`config.mk`:
```
export PLATFORM = sky130hd
export DESIGN_NAME = tkrn_ctrl
export DESIGN_NICKNAME = d
export VERILOG_FILES = /design/src/design/tkrn_pkg.sv /design/src/design/tkrn_ctrl.sv
export SDC_FILE = /design/constraint.sdc
export NUM_CORES = 1
export LEC_CHECK = 0
export BUFFER_PORTS_ARGS = -buffer_cell sky130_fd_sc_hd__clkbuf_2
export CELL_PAD_IN_SITES_DETAIL_PLACEMENT = 1
export CELL_PAD_IN_SITES_GLOBAL_PLACEMENT = 2
export CORE_ASPECT_RATIO = 0.7
export CORE_MARGIN = 4
export CORE_UTILIZATION = 27
export CTS_CLUSTER_SIZE = 20
export DETAILED_ROUTE_END_ITERATION = 6
export PLACE_DENSITY_LB_ADDON = 0.1
export RECOVER_POWER = 25
export SETUP_SLACK_MARGIN = 0.2
export SYNTH_ARGS = -nofsm -noshare
export SYNTH_HDL_FRONTEND = slang
export SYNTH_SLANG_ARGS = --single-unit
```
`constraint.sdc`:
```
create_clock -name clock -period 1.9 [get_ports clock]
set_input_delay 0.095 -clock clock [delete_from_list [all_inputs] [get_ports clock]]
set_output_delay 0.095 -clock clock [all_outputs]
set_load 0.005 [all_outputs]
```
`src/design/tkrn_pkg.sv`:
```
// Shared constants, types and discount table for the top-k recall/NDCG scorer.
package tkrn_pkg;

   localparam int TOP_DEPTH      = 100;
   localparam int MAX_ITEMS      = 65536;
   localparam int RECALL_K_SMALL = 20;
   localparam int RECALL_K_LARGE = 50;

   localparam int SCORE_W = 32;
   localparam int KEY_W   = SCORE_W + 1;
   localparam int METRIC_W = 17;
   localparam int FRAC_W   = 16;
   localparam int DISC_W   = 25;
   localparam int IDX_W    = $clog2(TOP_DEPTH);
   localparam int CNT_W    = $clog2(MAX_ITEMS + 1);
   localparam int HIT_W    = $clog2(TOP_DEPTH + 1);
   localparam int ACC_W    = DISC_W + $clog2(TOP_DEPTH + 1);
   localparam int NUM_W    = ACC_W + FRAC_W + 1;
   localparam int DSTEP_W  = $clog2(NUM_W + 1);

   typedef logic [DISC_W-1:0] disc_table_type [TOP_DEPTH];

   typedef enum logic [2:0] {
      ST_IDLE,
      ST_SCAN,
      ST_DIV_LOAD,
      ST_DIV_WAIT,
      ST_RESP
   } state_type;

   typedef enum logic [1:0] {
      SEL_RECALL_SMALL,
      SEL_RECALL_LARGE,
      SEL_NDCG
   } div_sel_type;

   typedef struct packed {
      logic              insert;
      logic              scan;
      logic [IDX_W-1:0]  rank;
      logic              div_start;
      logic              div_store;
      div_sel_type       div_sel;
      logic              clear;
   } dp_cmd_type;

   typedef struct packed {
      logic div_done;
   } dp_status_type;

   // disc[r] = 1/log2(r+2) in Q1.24, log2 by repeated squaring (30 frac bits)
   function automatic disc_table_type build_disc();
      disc_table_type t;
      logic [63:0] n;
      logic [63:0] x;
      logic [63:0] frac;
      logic [63:0] lg;
      logic [63:0] q;
      logic [63:0] num_d;
      logic [63:0] rem;
      int e;
      for (int r = 0; r < TOP_DEPTH; r++) begin
         n = 64'(r + 2);
         e = 0;
         for (int b = 0; b < 63; b++) begin
            if ((n >> (b + 1)) != 64'd0) e = b + 1;
         end
         x = (n << 30) >> e;
         frac = 64'd0;
         for (int b = 0; b < 30; b++) begin
            x = (x * x) >> 30;
            frac = frac << 1;
            if (x >= (64'd2 << 30)) begin
               x = x >> 1;
               frac = frac | 64'd1;
            end
         end
         lg = (64'(e) << 30) | frac;
         // long division of the rounded numerator by lg
         num_d = (64'd1 << 54) + (lg >> 1);
         q = 64'd0;
         rem = 64'd0;
         for (int b = 63; b >= 0; b--) begin
            rem = {rem[62:0], num_d[b]};
            if (rem >= lg) begin
               rem = rem - lg;
               q[b] = 1'b1;
            end
         end
         t[r] = q[DISC_W-1:0];
      end
      return t;
   endfunction

   localparam disc_table_type DISC_TABLE = build_disc();

endpackage

```
`src/design/tkrn_ctrl.sv`:
```
// Sequencer: streaming insert, rank scan, three divides, result hand-off.
module tkrn_ctrl (
   input  logic                       clock,
   input  logic                       reset,
   input  logic                       req_valid,
   input  logic                       req_last,
   output logic                       req_ready,
   output logic                       rsp_valid,
   input  logic                       rsp_ready,
   input  tkrn_pkg::dp_status_type    status,
   output tkrn_pkg::dp_cmd_type       cmd
);
   import tkrn_pkg::*;

   state_type        state_ff, state_in;
   logic [IDX_W-1:0] rank_ff, rank_in;
   div_sel_type      sel_ff, sel_in;

   always_comb begin
      state_in = state_ff;
      rank_in  = rank_ff;
      sel_in   = sel_ff;
      case (state_ff)
         ST_IDLE: begin
            rank_in = '0;
            sel_in  = SEL_RECALL_SMALL;
            if (req_valid && req_last) state_in = ST_SCAN;
         end
         ST_SCAN: begin
            rank_in = rank_ff + 1'b1;
            if (rank_ff == IDX_W'(TOP_DEPTH - 1)) state_in = ST_DIV_LOAD;
         end
         ST_DIV_LOAD: state_in = ST_DIV_WAIT;
         ST_DIV_WAIT: begin
            if (status.div_done) begin
               case (sel_ff)
                  SEL_RECALL_SMALL: begin
                     sel_in = SEL_RECALL_LARGE;
                     state_in = ST_DIV_LOAD;
                  end
                  SEL_RECALL_LARGE: begin
                     sel_in = SEL_NDCG;
                     state_in = ST_DIV_LOAD;
                  end
                  default: state_in = ST_RESP;
               endcase
            end
         end
         ST_RESP: if (rsp_ready) state_in = ST_IDLE;
         default: state_in = ST_IDLE;
      endcase
   end

   always_comb begin
      req_ready     = (state_ff == ST_IDLE);
      rsp_valid     = (state_ff == ST_RESP);
      cmd.insert    = (state_ff == ST_IDLE) && req_valid;
      cmd.scan      = (state_ff == ST_SCAN);
      cmd.rank      = rank_ff;
      cmd.div_start = (state_ff == ST_DIV_LOAD);
      cmd.div_store = (state_ff == ST_DIV_WAIT) && status.div_done;
      cmd.div_sel   = sel_ff;
      cmd.clear     = (state_ff == ST_RESP) && rsp_ready;
   end

   always_ff @(posedge clock) begin
      if (reset) begin
         state_ff <= ST_IDLE;
         rank_ff  <= '0;
         sel_ff   <= SEL_RECALL_SMALL;
      end else begin
         state_ff <= state_in;
         rank_ff  <= rank_in;
         sel_ff   <= sel_in;
      end
   end
endmodule

```
## Word-level counts from Yosys, hierarchy flattened

Index checks and enable logic that the tools add are counted.

| cells by class | value |
|---|---|
| $add $sub $neg | 1 |
| equal/unequal tests | 11 |
| mux-type cells | 10 |
| reductions and logical operators | 11 |

Operators with widths:

| operator | count |
|---|---|
| $mux W3 | 5 |
| $pmux W3 S5 | 1 |
| $pmux W7 S2 | 1 |
| $pmux W2 S2 | 2 |
| $add A7 B1 Y7 const B | 1 |
| $eq A7 B7 Y1 const B | 1 |
| $eq A3 B2 Y1 const B | 2 |
| $ne A2 B1 Y1 const B | 3 |
| $logic_and A1 B1 Y1 | 4 |
| $reduce_and A4 Y1 | 1 |
| $reduce_bool A2 Y1 | 2 |
| $eq A3 B1 Y1 const B | 1 |
| $eq A3 B3 Y1 const B | 1 |
| $logic_not A3 Y1 | 1 |
| $ne A3 B1 Y1 const B | 1 |
| $reduce_and A3 Y1 | 1 |
| $eq A2 B1 Y1 const B | 1 |
| $logic_not A2 Y1 | 1 |
| $mux W2 | 1 |
| $ne A2 B2 Y1 const B | 1 |
| $reduce_or A2 Y1 | 1 |

| storage, ports and cells | value |
|---|---|
| flip-flop bits (word level) | 12 |
| input bits | 6 |
| output and inout port bits | 16 |
| word-level logic and storage cells | 36 |

## Logic depth before layout (Yosys ltp)

| logic depth | value |
|---|---|
| depth in word-level cells | 5 |
| gate-level depth with buffers | 4 |

## Least setup slack after synthesis

No wires, ideal clock.

| timing path | value |
|---|---|
| path type | flip-flop to flip-flop |
| start point | register rank_ff[0] |
| end point | register state_ff[0] |
| setup time | 0.116 ns |
| arrival time | 1.380 ns |
| required time | 1.784 ns |
| path slack | 0.404 ns |
| stages on the path, launching flop included | 5 |
| period minus slack after synthesis | 1.496 ns |
| path through | dfxtp_1 > ha_1 > nand4b_1 > or4_1 > and4_1 |

| between the ends | value |
|---|---|
| longest elaborated chain between the ends | 3 |

Ends and longest elaborated chain:

| what | RTL line | source |
|---|---|---|
| start, declared | tkrn_ctrl.sv:16 | `logic [IDX_W-1:0] rank_ff, rank_in;` |
| start signal, assigned | tkrn_ctrl.sv:73 | `rank_ff <= rank_in;` |
| $eq A7 B7 Y1 | tkrn_ctrl.sv:31 | `if (rank_ff == IDX_W'(TOP_DEPTH - 1)) state_in = ST_DIV_LOAD;` |
| $ne A2 B1 Y1 (no line) | -- |  |
| $reduce_and A4 Y1 (no line) | -- |  |
| end signal, assigned | tkrn_ctrl.sv:72 | `state_ff <= state_in;` |
| end, declared | tkrn_ctrl.sv:15 | `state_type state_ff, state_in;` |

Every way passes these cells.
A chain may end at the register's enable or synchronous reset.

## Worst setup path in the final report

| timing path | value |
|---|---|
| start point | register state_ff[2] |
| end point | output rsp_valid |

| between the ends | value |
|---|---|
| longest elaborated chain between the ends | 1 |

Ends and longest elaborated chain:

| what | RTL line | source |
|---|---|---|
| $eq A3 B3 Y1 | tkrn_ctrl.sv:56 | `rsp_valid = (state_ff == ST_RESP);` |
| end, declared | tkrn_ctrl.sv:8 | `output logic rsp_valid,` |

Every way passes these cells.

==> results.cfg <==
[outcome]
status = complete, no violations

[synth]
ys_warn_count = 0
asyncSetResetFlopFracSynth_pct = 0
syn-cell-area_sq_um = 682
net_count_of_the_mapped_netlist = 91
yosys-top-cells-area = sky130_fd_sc_hd__dfxtp_1 35%, sky130_fd_sc_hd__nor2_1 5.0%, sky130_fd_sc_hd__and3_1 4.6%, sky130_fd_sc_hd__nand3_1 3.7%, sky130_fd_sc_hd__mux2_1 3.3%
netlist_instances = 84
ys_ff_latch = 12
seq_area_frac_synth_pct = 35.2
synth_largest_area_cell = sky130_fd_sc_hd__dfxtp_1
yosysTopAreaCellShare_pct = 35.2
ys.flop_type = sky130_fd_sc_hd__dfxtp_1
synth.lib_cells_used.distinct = 33
synth-edff-count = 0
average_footprint_of_a_synthesized_cell_sq_um = 8.12

[place]
routabilityCongestion = 0.713
io_buffers = 21
place_inst = 138
hpwl_microns = 1510

[die]
die-area_sq_mm = 0.00341
die_height_microns = 50.0
ios = 22
core_region_area_sq_mm = 0.00228
fp-row-count = 14
initial_core_util_pct = 29.9
dieWidth_microns = 68.1

[clock_tree]
cts_tree = built
number_of_levels_the_h_tree_was_split_into = 1
cts_max_path_buffers = 2
clk_transition_reported_paths_ns = 0.08
cell_at_the_root_of_the_clock_tree = sky130_fd_sc_hd__clkbuf_4
clock_insertion_delay_worst_skew_ns = 0.27
cts-hold-fix-buffers = 0
numCtsBuffers = 3
clock_sinks = 12

[critical_path]
timing.rr.end = rank_ff[3]$_SDFFE_PP0P_
crit_path_start_kind = register
worst_r2r_path_depth = 3
critical_path_required_ns = 1.80
worst_r2r_startpoint = state_ff[1]$_SDFFE_PP0P_
reg_to_reg_setup_timing_slack_ns = 0.37
critPathArrivalTime_ns = 1.46
critical_path_class = reg2out
worstPathMaxFanout = 11
crit_path_end_kind = output port

[global_routing]
grt_pass1_vias = 647
global_route_wire_length_before_repair_microns = 3330
globalRouteTotalUtil_pct = 13.1
grt_antenna_before_repair = 0
global_route.overflow_total = 0
grt_start_max_net_pins = 18

[pwr]
peakVddDrop_uv = 214
p_leak_uw = 0.000365
power.density_mw_per_mm2 = 535

[final_layout]
layout.filler_cells = 304
most_frequent_standard_cell_in_the_layout_excluding_fill_and_tap_cells = sky130_fd_sc_hd__clkbuf_2
num-nets-final = 118
drive_gt1_share_pct = 26.6
finalNonFillerCells = 141
area_delta_synth_final_pct = 27.2
n_antenna_cell = 0
most-common-layout-cells = 20 x sky130_fd_sc_hd__clkbuf_2, 11 x sky130_fd_sc_hd__dfxtp_1, 9 x sky130_fd_sc_hd__nor2_1

[min_path]
hp-class = in2reg
min_delay_worst_endpoint = sel_ff[0]$_SDFFE_PP0P_
hp-start = status
worstHoldPathCells = 3

[timing]
finalCritPeriodShare_pct = 81.8
skew_ns = 0.00268
post-route-min-period_ns = 1.55
maxClockFrequency_ghz = 0.644
final-hold-violation-count = 0
timing_max_transition_violations_final = 0
tightest_slew_ns = 0.535
totalNegativeSetupSlack_ns = 0
maxSlewHeadroom_pct = 64.3
setup_repair_after_global_routing_missed_its_margin = no
setup-violations-final = 0

[drt]
via_count = 708
violation_count_after_the_first_detailed_route_iteration = 15
detail_route.wirelength_microns = 2040
via_density_per_instance = 5.02
post-route-drc-count = 0
drt_pre_antenna_iters = 4
route.antenna.remaining_nets = 0
wl_per_cell_microns = 14.5

[run]
maxCapViolations = 0
[synthesized netlist by cell type, drive strengths merged (2+ instances only)]
library cell,n
nor3,4
nor3b,3
dfxtp,12
nand2,5
a32o,2
nand3,5
nand4,3
nor2,9
o211ai,2
inv,3
nor2b,3
and3,5
clkbuf,2
buf,2
a31oi,2
a21oi,2
o21ai,3
mux2,2
or4,2
[worst max path at each step]
| stage | from | end | slack, ns | cells after the start |
|---|---|---|---|---|
| after CTS | state_ff[0]$_SDFFE_PP0P_ | cmd[12] | 0.27 | 3 |
| after global routing | state_ff[2]$_SDFFE_PP0P_ | rsp_valid | 0.21 | 4 |
| after floorplan | rank_ff[0]$_SDFFE_PP0P_ | state_ff[0]$_SDFFE_PP0P_ | 0.40 | 4 |
| after detailed placement | state_ff[0]$_SDFFE_PP0P_ | rank_ff[5]$_SDFFE_PP0P_ | 0.38 | 3 |
| after global placement | state_ff[0]$_SDFFE_PP0P_ | rank_ff[5]$_SDFFE_PP0P_ | 0.39 | 3 |
| final | state_ff[2]$_SDFFE_PP0P_ | rsp_valid | 0.35 | 4 |
[critical path, stage by stage (launching register included)]
cell	delay, ns
sky130_fd_sc_hd__dfxtp_1	0.60
sky130_fd_sc_hd__buf_4	0.22
sky130_fd_sc_hd__inv_1	0.06
sky130_fd_sc_hd__nor3_1	0.17
sky130_fd_sc_hd__clkbuf_2	0.14
[cell type report]
| cell class | instances | area [sq um] | share of cell area (%) |
|---|---|---|---|
| Multi-Input combinational cell | 65 | 418 | 48.2 |
| Sequential cell | 12 | 241 | 27.8 |
| Timing Repair Buffer | 26 | 134 | 15.4 |
| Tap cell | 32 | 40.0 | 4.62 |
| Clock buffer | 3 | 22.5 | 2.60 |
| Inverter | 3 | 11.3 | 1.30 |
[power breakdown]
group	switching [uW]	internal [uW]	leakage [uW]
clock	85.5	73.2	0.0000138
combinational	25.0	19.0	0.000254
sequential	6.84	254	0.0000973
total	117	346	0.000365
[repair_timing]
| item | 4_1_cts | 5_1_grt |
|---|---|---|
| buffers inserted | 0 | 0 |
| resized for setup | 0 | 2 |
| setup endpoints to repair | 0 | 2 |
[cells by family (layout without fill, tap and decap cells)]
logic type / count (synthesis) / in the layout / synth area share (%)
muxes: 3 / 3 / 4.77
adders and majority gates: 1 / 1 / 1.83
DFF: 12 / 12 / 35.2
buffers and inverters: 7 / 32 / 4.22
AOI/OAI and AO/OA: 15 / 15 / 15.4
and+or+nand+nor: 46 / 46 / 38.5
[per-stage QoR]
| stage | power, uW | util, % | cell area (sq um) | setup slack (ns) | hold WS (ns) |
|---|---|---|---|---|---|
| 6_report | 464 | 38.1 | 867 | 0.346 | 0.160 |
| 5_1_grt | 495 | 38.1 | 867 | 0.212 | 0.149 |
| 4_1_cts | 475 | 38.2 | 870 | 0.270 | 0.146 |
| 3_5_place_dp | 312 | 37.2 | 847 | 0.379 | 0.445 |
| 3_3_place_gp | 311 | 37.2 | 847 | 0.393 | 0.435 |
| 2_1_floorplan | 287 | - | 682 | 0.404 | 0.280 |
[sequential cells by signal, summed over array words and instances (netlist names)]
| register | count |
|---|---|
| rank_ff | 7 |
| state_ff | 3 |
| sel_ff | 2 |
[layer usage]
layer | track usage, % | wire length, microns | part of all wire, %
met1 | 21.2 | 1160 | 57
met2 | 15.5 | 778 | 38
met3 | 4.77 | 89 | 4.4
met4 | 2.97 | 13 | 0.64
met5 | 0 | 0 | 0
No activity file was read; power rests on OpenSTA's default activity.
